$ cat src/rtl/core/assert_macros.svh
// Assertion helpers shared by the RTL.
`ifndef ASSERT_MACROS_SVH
`define ASSERT_MACROS_SVH

// Implication checked on every clock edge outside reset.
`define ASSERT_IMPL(lbl, clk, rst_n, ante, cons) \
  lbl: assert property (@(posedge clk) disable iff (!rst_n) (ante) |-> (cons)) \
    else $error("assertion failed");

// Condition that must hold on every clock edge outside reset.
`define ASSERT_ALWAYS(lbl, clk, rst_n, cond) \
  lbl: assert property (@(posedge clk) disable iff (!rst_n) (cond)) \
    else $error("assertion failed");

`endif

$ cat src/rtl/core/rlet_ram.sv
`default_nettype none
module rlet_ram #(
  parameter int unsigned Width = 8,
  parameter int unsigned Depth = 16
) (
  input  wire logic                     clk_i,
  input  wire logic                     we_i,
  input  wire logic [$clog2(Depth)-1:0] waddr_i,
  input  wire logic [Width-1:0]         wdata_i,
  input  wire logic [$clog2(Depth)-1:0] raddr_i,
  output logic      [Width-1:0]         rdata_o
);

  logic [Width-1:0] mem_q [Depth];

  // One write port, one registered read port.
  always_ff @(posedge clk_i) begin
    if (we_i) begin
      mem_q[waddr_i] <= wdata_i;
    end
    rdata_o <= mem_q[raddr_i];
  end

endmodule
`default_nettype wire
$ cat config.mk
export PLATFORM = sky130hd
export DESIGN_NAME = rlet_ram
export DESIGN_NICKNAME = d
export VERILOG_FILES = /design/src/rtl/core/assert_macros.svh /design/src/rtl/core/rlet_ram.sv
export SDC_FILE = /design/constraint.sdc
export NUM_CORES = 1
export LEC_CHECK = 0
export BUFFER_PORTS_ARGS = -buffer_cell sky130_fd_sc_hd__buf_2
export CAP_MARGIN = 20
export CORE_ASPECT_RATIO = 0.5
export CORE_MARGIN = 2
export CORE_UTILIZATION = 57
export CTS_BUF_LIST = sky130_fd_sc_hd__clkbuf_8
export DETAILED_ROUTE_END_ITERATION = 6
export MAX_ROUTING_LAYER = met4
export PLACE_DENSITY = 0.78
export RECOVER_POWER = 100
export SYNTH_ARGS = -nofsm -noshare
export SYNTH_HDL_FRONTEND = slang
export SYNTH_SLANG_ARGS = --single-unit
$ cat constraint.sdc
create_clock -name clk_i -period 1.6 [get_ports clk_i]
set_input_delay 0.16 -clock clk_i [delete_from_list [all_inputs] [get_ports clk_i]]
set_output_delay 0.16 -clock clk_i [all_outputs]
set_load 0.005 [all_outputs]
==> metrics.cfg <==
[routing]
dr_wl_met3_um = 934
totalWireLength_mm = 9.91
drtAntennaViolNets = 0
routed.top_layer = met4
drtIter0Drc = 309
route.vias.total = 2496
wl_met1_mm = 4.02
drc = 0
dr_wl_met2_mm = 4.82
via_per_inst = 6.03
routedWlPerCell_um = 23.9
dr.pass1.iters = 4

[final_layout]
syn2layout_area_growth_pct = 13.2
fin_area_um2 = 5830
final_common_cell = edfxtp_1
final_cells = 414
final_cell_mix = edfxtp_1, clkbuf_1, clkbuf_8
multi_input_area_um2 = 1060
drive_gt1_frac = 0.209
nFillCells = 549
seqCellArea_um2 = 4000
num-nets-final = 302
n_antenna_cell = 0

[synth]
synth-seq-cells = 136
synth_area_leaders = edfxtp_1, mux4_2, mux4_1
synthCells = 229
synth_cell_types = 19
yosysSeqAreaShare = 0.778
avgSynthCellArea_um2 = 22.5
ys_warn_count = 0
syn_nets = 247
syn_area_um2 = 5150
synth_top_area_share = 0.747
synth_top_cell_by_area = edfxtp_1

[placed_design]
portBuffers = 25
dpl.hpwl_mm = 6.38
gp_congestion = 0.843
post_dp_cell_area_um2 = 5520
place_ws_ps = -5.84
dp_cells = 382

[setup_path]
crit_path_end = rdata_o[0]$_DFF_P_
endpoint_kind = flop
cp_max_fo = 1
cp.arrival_ps = 1770
cp-start-kind = flop
r2r_start = mem_q[1][0]$_DFFE_PP_
cp.required_ps = 1920
worstSetupPathType = flop to flop
ff2ff_setup_slack_ps = 150
reg2reg_to = rdata_o[0]$_DFF_P_
ff2ff_path_depth = 3
crit_start = mem_q[1][0]$_DFFE_PP_

[power]
p_int_uw = 5650
combPwrFrac = 0.051
p_sw_frac = 0.204
p_leak_uw = 0.00191
irDropWorstVdd_uv = 694
clkPwrFrac = 0.385
sequentialPowerShare = 0.564
p_per_area_nw_per_um2 = 1220
p_switching_uw = 1450

[sta]
period_needed_ps = 1450
finClkSkew_ps = 7.86
rsz0062_at_grt = false
min_period_over_period = 0.907
tightest_slew_ps = 772
slew-limit-headroom = 0.485
hold_viol = 0
final_max_slew_viol_count = 0
max_freq_mhz = 689
finalSetupViolCount = 0
worst_slack_ps = 149

[clock_network]
cts.sinks = 136
cts_inserted_buffers = 17
path_clk_slew_ps = 70
htree_levels = 4
clock_path_buffers = 2
post_cts_buffers = 0
cts_tree = yes
cts_resized = 0
clock_latency_ps = 440
hold_buffers = 0
root_buffer = clkbuf_8

[grt]
grt_pass1_vias = 2557
globalRouteOverflowTotal = 0
grt_first_pass_wirelength_mm = 15.0
antenna_found_initial = 0
track_usage = 0.229
grt_max_degree = 33

[run_status]
status = finished, final reports clean

[die]
pin_count = 26
dieArea_um2 = 9850
initial_core_util = 0.589
fp-row-count = 24
die_y_um = 71.2
die_w_um = 138
core_um2 = 8740

[worst_hold_path]
min_path_type = primary input to flop

[run]
cap_violations = 0

==> cells in the mapped netlist <==
library cell / instances
nor3_1: 4
nand2_1: 9
mux4_1: 14
nand2b_1: 2
buf_4: 1
and2b_1: 1
dfxtp_1: 8
nand3b_1: 2
and2_1: 1
buf_2: 3
clkdlybuf4s25_2: 3
mux4_2: 18
nor2_1: 13
a22oi_1: 16
edfxtp_1: 128
nor2b_1: 1
nand3_1: 1
buf_6: 3
or3b_2: 1
==> critical path: stages, from the launching register on <==
cell and delay (ps):
edfxtp_1 360, mux4_1 520, a22oi_1 360, nand2_1 100
==> through the flow <==
stage	power [uW]	util	hold WS [ps]	setup TNS, ps
after floorplan	4280	-	259	0
after global placement	4430	0.632	517	0
after detailed placement	4460	0.632	544	-5.84
after CTS	7150	0.677	84.3	0
after global routing	7320	0.667	266	0
final	7100	0.667	229	0
==> area by class of cell <==
class	instances	share of cell area
flip-flops and latches	136	0.687
multi-input cells	83	0.181
clock buffers	21	0.0496
repair buffers	46	0.0389
well taps	117	0.0251
clock inverters	11	0.0180
==> state kept, by name, summed over array words and instances, names as in the netlist <==
| register | flops |
|---|---|
| rdata_o | 8 |
| mem_q | 128 |
==> worst min path at each step <==
stage / from / to / cells past startpoint
global placement: wdata_i[4] / mem_q[2][4]$_DFFE_PP_ / 1
detailed placement: rdata_o[6]$_DFF_P_ / rdata_o[6] / 1
global route: wdata_i[4] / mem_q[8][4]$_DFFE_PP_ / 1
finish: wdata_i[4] / mem_q[15][4]$_DFFE_PP_ / 1
CTS: wdata_i[4] / mem_q[11][4]$_DFFE_PP_ / 1
floorplan: wdata_i[0] / mem_q[0][0]$_DFFE_PP_ / 0
==> cell families after synthesis <==
family | share of synthesized area
AO/OA/AOI/OAI | 0.0233
buffers and inverters | 0.0168
flip-flops | 0.778
multiplexers | 0.150
AND/OR/NAND/NOR | 0.0318
==> metal layers <==
layer	track usage	vias up
li1	-	1082
met1	0.316	1264
met2	0.334	134
met3	0.0691	16
met4	0.0816	0
met5	-	-
==> power groups by stage <==
stage / clock network, uW / registers [uW] / logic, uW
floorplan: 0 / 4080 / 202
global placement: 0 / 4070 / 358
detailed placement: 0 / 4080 / 378
CTS: 2760 / 4010 / 380
global route: 2920 / 4010 / 390
finish: 2730 / 4010 / 362
(Power assumes the default switching activity.)
